File: src/hw/rtl/chained_hash_map_engine_top_assert.svh
// assertion macros shared by the hash map engine modules
`ifndef CHAINED_HASH_MAP_ENGINE_TOP_ASSERT_SVH
`define CHAINED_HASH_MAP_ENGINE_TOP_ASSERT_SVH

// condition implies consequence in the same cycle
`define CHM_ASSERT_IMP(lbl, clk, rst_n, ante, cons, msg) \
	lbl: assert property (@(posedge clk) disable iff (!rst_n) (ante) |-> (cons)) \
		else $error(msg);

// condition implies consequence in the next cycle
`define CHM_ASSERT_NXT(lbl, clk, rst_n, ante, cons, msg) \
	lbl: assert property (@(posedge clk) disable iff (!rst_n) (ante) |=> (cons)) \
		else $error(msg);

`endif

File: src/hw/rtl/chmap_pkg.sv
// ----------------------------------------------------------------------------
// chmap_pkg
// types and constants of the chained hash map engine
// ----------------------------------------------------------------------------
package chmap_pkg;

	localparam int MAX_ENTRIES_DEF = 1024;
	localparam int KEY_WIDTH_DEF   = 32;
	localparam int VALUE_WIDTH_DEF = 32;
	localparam int RESET_CAPACITY  = 1021;

	localparam int CAP_CFG_W = 11;
	localparam int IDX_OUT_W = 10;
	localparam int LIVE_W    = 11;
	localparam int VER_W     = 32;
	localparam int H31_W     = 31;
	localparam int DIV_CNT_W = 5;

	typedef enum logic [1:0] {
		REQ_LOOKUP = 2'd0,
		REQ_INSERT = 2'd1,
		REQ_ADD    = 2'd2,
		REQ_REMOVE = 2'd3
	} req_t;

	typedef enum logic [1:0] {
		ST_OK        = 2'd0,
		ST_NOT_FOUND = 2'd1,
		ST_DUPLICATE = 2'd2,
		ST_FULL      = 2'd3
	} stat_code_t;

	typedef enum logic [3:0] {
		S_CLEAR,
		S_IDLE,
		S_DIV,
		S_HEAD_RD,
		S_HEAD_TAKE,
		S_CHECK,
		S_CMP,
		S_ACT,
		S_PUSH,
		S_MISS,
		S_POP,
		S_WRITE,
		S_DONE
	} state_t;

	typedef enum logic [4:0] {
		CMD_NONE,
		CMD_CLEAR,
		CMD_LOAD,
		CMD_DIV,
		CMD_HEAD_RD,
		CMD_HEAD_TAKE,
		CMD_ENT_RD,
		CMD_ADV,
		CMD_HIT,
		CMD_FIN_LOOKUP,
		CMD_FIN_DUP,
		CMD_FIN_MISS,
		CMD_FIN_FULL,
		CMD_REPLACE,
		CMD_UNLINK,
		CMD_PUSH,
		CMD_ALLOC_RD,
		CMD_ALLOC_POP,
		CMD_TAKE_NEW,
		CMD_WRITE
	} cmd_t;

	typedef struct packed {
		logic clear_last;
		logic div_last;
		logic walk_ok;
		logic match;
		logic free_avail;
		logic used_avail;
		req_t req;
	} dp_stat_t;

endpackage

File: src/hw/rtl/chmap_ctrl.sv
// ----------------------------------------------------------------------------
// chmap_ctrl
// request sequencer: clearing, division, chain walk and update steps
// ----------------------------------------------------------------------------
`include "chained_hash_map_engine_top_assert.svh"

module chmap_ctrl (
	input  logic              clk,
	input  logic              arst_n,
	input  logic              start,
	input  logic              cfg_fire,
	input  chmap_pkg::dp_stat_t stat,
	output chmap_pkg::cmd_t   cmd,
	output logic              busy,
	output logic              done
);
	import chmap_pkg::*;

	state_t state_q, state_d;

	always_ff @(posedge clk or negedge arst_n) begin
		if (!arst_n) begin
			state_q <= S_CLEAR;
		end else begin
			state_q <= state_d;
		end
	end

	// next state
	always_comb begin
		state_d = state_q;
		case (state_q)
			S_CLEAR:     if (stat.clear_last) state_d = S_IDLE;
			S_IDLE:      if (start) state_d = S_DIV;
			S_DIV:       if (stat.div_last) state_d = S_HEAD_RD;
			S_HEAD_RD:   state_d = S_HEAD_TAKE;
			S_HEAD_TAKE: state_d = S_CHECK;
			S_CHECK:     state_d = stat.walk_ok ? S_CMP : S_MISS;
			S_CMP:       state_d = stat.match ? S_ACT : S_CHECK;
			S_ACT:       state_d = (stat.req == REQ_REMOVE) ? S_PUSH : S_DONE;
			S_PUSH:      state_d = S_DONE;
			S_MISS: begin
				if (stat.req == REQ_LOOKUP || stat.req == REQ_REMOVE) state_d = S_DONE;
				else if (stat.free_avail) state_d = S_POP;
				else if (stat.used_avail) state_d = S_WRITE;
				else state_d = S_DONE;
			end
			S_POP:       state_d = S_WRITE;
			S_WRITE:     state_d = S_DONE;
			S_DONE:      state_d = S_IDLE;
			default:     state_d = S_CLEAR;
		endcase
		if (cfg_fire) state_d = S_CLEAR;
	end

	// outputs
	always_comb begin
		cmd = CMD_NONE;
		case (state_q)
			S_CLEAR:     cmd = CMD_CLEAR;
			S_IDLE:      if (start) cmd = CMD_LOAD;
			S_DIV:       cmd = CMD_DIV;
			S_HEAD_RD:   cmd = CMD_HEAD_RD;
			S_HEAD_TAKE: cmd = CMD_HEAD_TAKE;
			S_CHECK:     if (stat.walk_ok) cmd = CMD_ENT_RD;
			S_CMP:       cmd = stat.match ? CMD_HIT : CMD_ADV;
			S_ACT: begin
				case (stat.req)
					REQ_LOOKUP: cmd = CMD_FIN_LOOKUP;
					REQ_INSERT: cmd = CMD_REPLACE;
					REQ_ADD:    cmd = CMD_FIN_DUP;
					REQ_REMOVE: cmd = CMD_UNLINK;
					default:    cmd = CMD_NONE;
				endcase
			end
			S_PUSH:      cmd = CMD_PUSH;
			S_MISS: begin
				if (stat.req == REQ_LOOKUP || stat.req == REQ_REMOVE) cmd = CMD_FIN_MISS;
				else if (stat.free_avail) cmd = CMD_ALLOC_RD;
				else if (stat.used_avail) cmd = CMD_TAKE_NEW;
				else cmd = CMD_FIN_FULL;
			end
			S_POP:       cmd = CMD_ALLOC_POP;
			S_WRITE:     cmd = CMD_WRITE;
			default:     cmd = CMD_NONE;
		endcase
	end

	assign busy = (state_q != S_IDLE);
	assign done = (state_q == S_DONE);

	`CHM_ASSERT_NXT(a_done_single, clk, arst_n, done, !done, "result strobe longer than one cycle")
	`CHM_ASSERT_NXT(a_start_busy, clk, arst_n, start && !busy && !cfg_fire, busy,
		"accepted request did not make the engine busy")
	`CHM_ASSERT_NXT(a_cfg_clear, clk, arst_n, cfg_fire, state_q == S_CLEAR,
		"capacity write did not start a clearing pass")

endmodule

File: config.mk
export PLATFORM = sky130hd
export DESIGN_NAME = chmap_ctrl
export DESIGN_NICKNAME = d
export VERILOG_FILES = /design/src/hw/rtl/chmap_pkg.sv /design/src/hw/rtl/chmap_ctrl.sv
export VERILOG_INCLUDE_DIRS = /design/src /design/src/hw/rtl
export SDC_FILE = /design/constraint.sdc
export NUM_CORES = 1
export LEC_CHECK = 0
export ABC_AREA = 1
export BUFFER_PORTS_ARGS = -buffer_cell sky130_fd_sc_hd__buf_2
export CAP_MARGIN = 30
export CELL_PAD_IN_SITES_DETAIL_PLACEMENT = 0
export CELL_PAD_IN_SITES_GLOBAL_PLACEMENT = 1
export CORE_MARGIN = 2
export CORE_UTILIZATION = 33
export CTS_BUF_LIST = sky130_fd_sc_hd__clkbuf_2
export CTS_CLUSTER_SIZE = 40
export DETAILED_ROUTE_END_ITERATION = 6
export PLACE_DENSITY_LB_ADDON = 0.2
export SYNTH_ARGS = -nofsm -noshare
export SYNTH_HDL_FRONTEND = slang
export SYNTH_SLANG_ARGS = --single-unit
File: constraint.sdc
create_clock -name clk -period 1.4 [get_ports clk]
set_input_delay 0.21 -clock clk [delete_from_list [all_inputs] [get_ports clk]]
set_output_delay 0.21 -clock clk [all_outputs]
set_load 0.02 [all_outputs]
==> tab_implementation.tex <==
\begin{tabular}{lr}
\hline
Metric & Value \\
\hline
\multicolumn{2}{l}{\textbf{Pwr}} \\
\quad Power density relative to cell area & 1350 nW/um\^{}2 \\
\quad Worst IR Drop VDD & 686 uV \\
\quad Total power consumption of the routed design & 1.51 mW \\
\quad Leakage power total & 0.593 nW \\
\multicolumn{2}{l}{\textbf{Timing}} \\
\quad Shortest period the worst path allows & 1.65 ns \\
\quad Rel. slew slack & 0.818 \\
\quad Min Hold Slack & 0.191 ns \\
\quad Layout Skew & 0.000384 ns \\
\quad Final Hold Viols & 0 \\
\quad Measured slew at the worst slew-check pin & 0.271 ns \\
\quad Worst setup slack after layout & -0.252 ns \\
\quad Maximum clock frequency & 605 MHz \\
\quad Period Utilization, post-route & 1.18 \\
\quad Final setup vio count & 7 \\
\quad Number of max-slew violations in the final report & 0 \\
\quad RSZ-0062 raised after global routing & yes \\
\multicolumn{2}{l}{\textbf{Clock network}} \\
\quad Cell at the root of the clock tree & clkbuf\_2 \\
\quad Clock sinks & 4 \\
\quad Number of buffers added by the clock tree synthesis step & 3 \\
\quad CTS H-tree depth & 1 \\
\quad CTS tree & done \\
\quad Clock-pin slew reported for the worst setup and hold paths after clock tree synthesis & 0.04 ns \\
\quad Maximum buffer depth of the clock tree & 2 \\
\quad Skew-Pair Late Insertion Delay & 0.21 ns \\
\multicolumn{2}{l}{\textbf{Cells and area}} \\
\quad Post-layout nets & 180 \\
\quad Biggest registers after layout & state\_q x4 \\
\quad Ratio of cells with drive above 1 in the final layout & 0.574 \\
\quad Fill cells & 147 \\
\quad Area added between synthesis and finish & 95.2\% \\
\quad Final standard cell count with taps included and fillers excluded & 179 \\
\quad Sequential Area & 105 um\^{}2 \\
\quad \# diodes & 0 \\
\quad Flip-flop count of the largest register, all copies and words added & 4 \\
\quad Top register by number of flip-flops & state\_q \\
\quad Area of the multi-input gates & 518 um\^{}2 \\
\multicolumn{2}{l}{\textbf{Die}} \\
\quad Height of the chip & 45.6 um \\
\quad Initial Utilization & 0.342 \\
\quad Core area & 1670 um\^{}2 \\
\quad Number of core rows & 15 \\
\quad Die Footprint & 2080 um\^{}2 \\
\quad Top Ports & 19 \\
\quad Horizontal extent of the die & 45.6 um \\
\multicolumn{2}{l}{\textbf{Run}} \\
\quad Max-Cap Viols & 0 \\
\multicolumn{2}{l}{\textbf{Worst setup path}} \\
\quad Startpoint types & flip-flop \\
\quad CP startpoint & state\_q[1] \\
\quad Critical path class & flip-flop to output port \\
\quad Worst endpoint required time & 1.19 ns \\
\quad Critical path arrival & 1.44 ns \\
\quad Peak fanout along the critical path & 5 \\
\quad Crit. End Element & output port \\
\quad Startpoint of the most critical register-to-register path & state\_q[0] \\
\multicolumn{2}{l}{\textbf{Detailed routing}} \\
\quad Average detailed-routed wire length per instance & 11.9 um \\
\quad Detailed router's first-iteration violation count & 18 \\
\quad DRC violations left & 0 \\
\quad First drt pass iteration count & 4 \\
\quad Routed vias/inst & 4.88 \\
\quad Number of vias after detailed routing & 874 \\
\quad Detailed-route wire length & 2130 um \\
\quad ANT nets after route & 0 \\
\multicolumn{2}{l}{\textbf{Min path}} \\
\quad Hold/Removal Path Class & primary input to flip-flop \\
\quad HP Start & cfg\_fire \\
\multicolumn{2}{l}{\textbf{Yosys}} \\
\quad Area share of the leading cell type in the synthesized netlist & 0.197 \\
\quad Combined area of all synthesized cells & 572 um\^{}2 \\
\quad Number of synthesis warnings & 0 \\
\quad Top post-synthesis cells by area & nor2\_1 (20\%), dfrtp\_1 (18\%), nand2\_1 (15\%) \\
\quad Count of different cell masters after synthesis & 15 \\
\quad Sequential fraction of the synthesis area & 0.175 \\
\quad Net count after synthesis & 122 \\
\quad Leading area contributor after synthesis & nor2\_1 \\
\quad Instance count of the mapped netlist & 106 \\
\quad Average cell area after synthesis & 5.39 um\^{}2 \\
\quad Post-synthesis sequential element count & 4 \\
\multicolumn{2}{l}{\textbf{Global routing}} \\
\quad Total gr overflow & 0 \\
\quad Total global-route track usage & 0.237 \\
\quad Global-route wire length before repair & 3570 um \\
\quad Number of global-route vias before repair & 850 \\
\quad Antenna violations before repair & 0 \\
\quad Pin count of the biggest net entering global routing & 7 \\
\multicolumn{2}{l}{\textbf{Place}} \\
\quad Post-Place Cells & 166 \\
\quad Half-perimeter wire length of the detailed placement result & 1540 um \\
\quad Count of buffers from port buffering & 18 \\
\quad Final weighted congestion in routability-driven placement & 0.872 \\
\multicolumn{2}{l}{\textbf{Status}} \\
\quad Status & finished, violations left \\
\quad Violations in the final reports & negative setup slack \\
\hline
\end{tabular}
==> kinds of logic after synthesis <==
kind of cell / Yosys count / synth area share
DFF: 4 / 0.175
AOI/OAI and AO/OA: 14 / 0.144
adders and majority gates: 4 / 0.0875
buffers and inverters: 17 / 0.112
and+or+nand+nor: 67 / 0.481
==> synthesized netlist by cell type <==
library cell   n
nor2_1        30
nand2_1       23
inv_1         17
nand3_1       10
o21ai_0        8
dfrtp_1        4
ha_1           4
nand3b_1       2
o211ai_1       2
a21boi_0       1
a31oi_1        1
nand4_1        1
nor3_1         1
o2111ai_1      1
o21ai_1        1
==> repair_timing <==
item                                   4_1_cts  5_1_grt
pin swaps                                   14        2
hold buffers                                 1        0
resized for setup                           53        7
setup endpoints to repair                    8       10
endpoints found under the hold margin        4        0
setup buffers                                8        1
==> metal layers <==
metal  routed length [um]  vias to the layer above  GRT usage
li1                     -                      455          -
met1                  951                      386      0.309
met2                 1070                       31      0.400
met3                   94                        2     0.0635
met4                   10                        0     0.0235
met5                    0                        -          0
==> worst max-delay path, cell delays in order, from the launching register on <==
cell and delay, ns:
dfrtp_2 0.42, inv_2 0.07, buf_4 0.13, o211ai_1 0.26, o2111ai_2 0.16, buf_4 0.19
==> power by group <==
part | leakage, nW | switching, mW | total [mW] | internal [mW]
clock network | 0.0125 | 0.0478 | 0.105 | 0.0576
logic | 0.532 | 0.596 | 1.17 | 0.576
registers | 0.0481 | 0.0743 | 0.231 | 0.156
==> cells in the final DEF, fill, tap and decap left out <==
cell | Yosys | routed
a21boi_2 | 0 | 1
a31oi_1 | 1 | 1
buf_2 | 0 | 11
buf_4 | 0 | 37
buf_6 | 0 | 4
clkbuf_2 | 0 | 3
dfrtp_2 | 0 | 4
dlygate4sd3_1 | 0 | 1
ha_1 | 4 | 4
inv_1 | 17 | 10
inv_2 | 0 | 5
inv_4 | 0 | 2
nand2_1 | 23 | 14
nand2_2 | 0 | 7
nand2_4 | 0 | 2
nand3_1 | 10 | 10
nand3b_1 | 2 | 2
nand4_1 | 1 | 1
nor2_1 | 30 | 15
nor2_2 | 0 | 10
nor2_4 | 0 | 5
nor3_2 | 0 | 1
o2111ai_2 | 0 | 1
o211ai_1 | 2 | 2
o21ai_0 | 8 | 5
o21ai_1 | 1 | 4
==> path summary, 6_finish.rpt <==
check                             end  slack (ns)  cells after the start
min                        state_q[2]        0.19                      2
min in group asynchronous  state_q[3]        0.34                      2
max reg2reg                state_q[1]        0.01                      9
max                            cmd[0]       -0.25                      5
min reg2reg                state_q[3]        0.73                      3
max in group asynchronous  state_q[0]        0.93                      2
==> per-stage QoR <==
step	area, um^2	setup WS [ns]	setup TNS [ns]	utilization
final	1120	-0.252	-1.31	0.668
after global routing	1120	-0.347	-2.12	0.668
after CTS	1090	-0.201	-1.21	0.655
after detailed placement	873	-0.181	-0.399	0.523
after global placement	873	-0.210	-0.365	0.523
after floorplan	574	0.00639	0	-
==> cell type report <==
cell class | instances | area share
inverters | 17 | 0.0617
repair buffers | 53 | 0.348
clock buffers | 3 | 0.0135
flip-flops and latches | 4 | 0.0942
well taps | 17 | 0.0191
multi-input cells | 85 | 0.464
(Power assumes the default switching activity.)
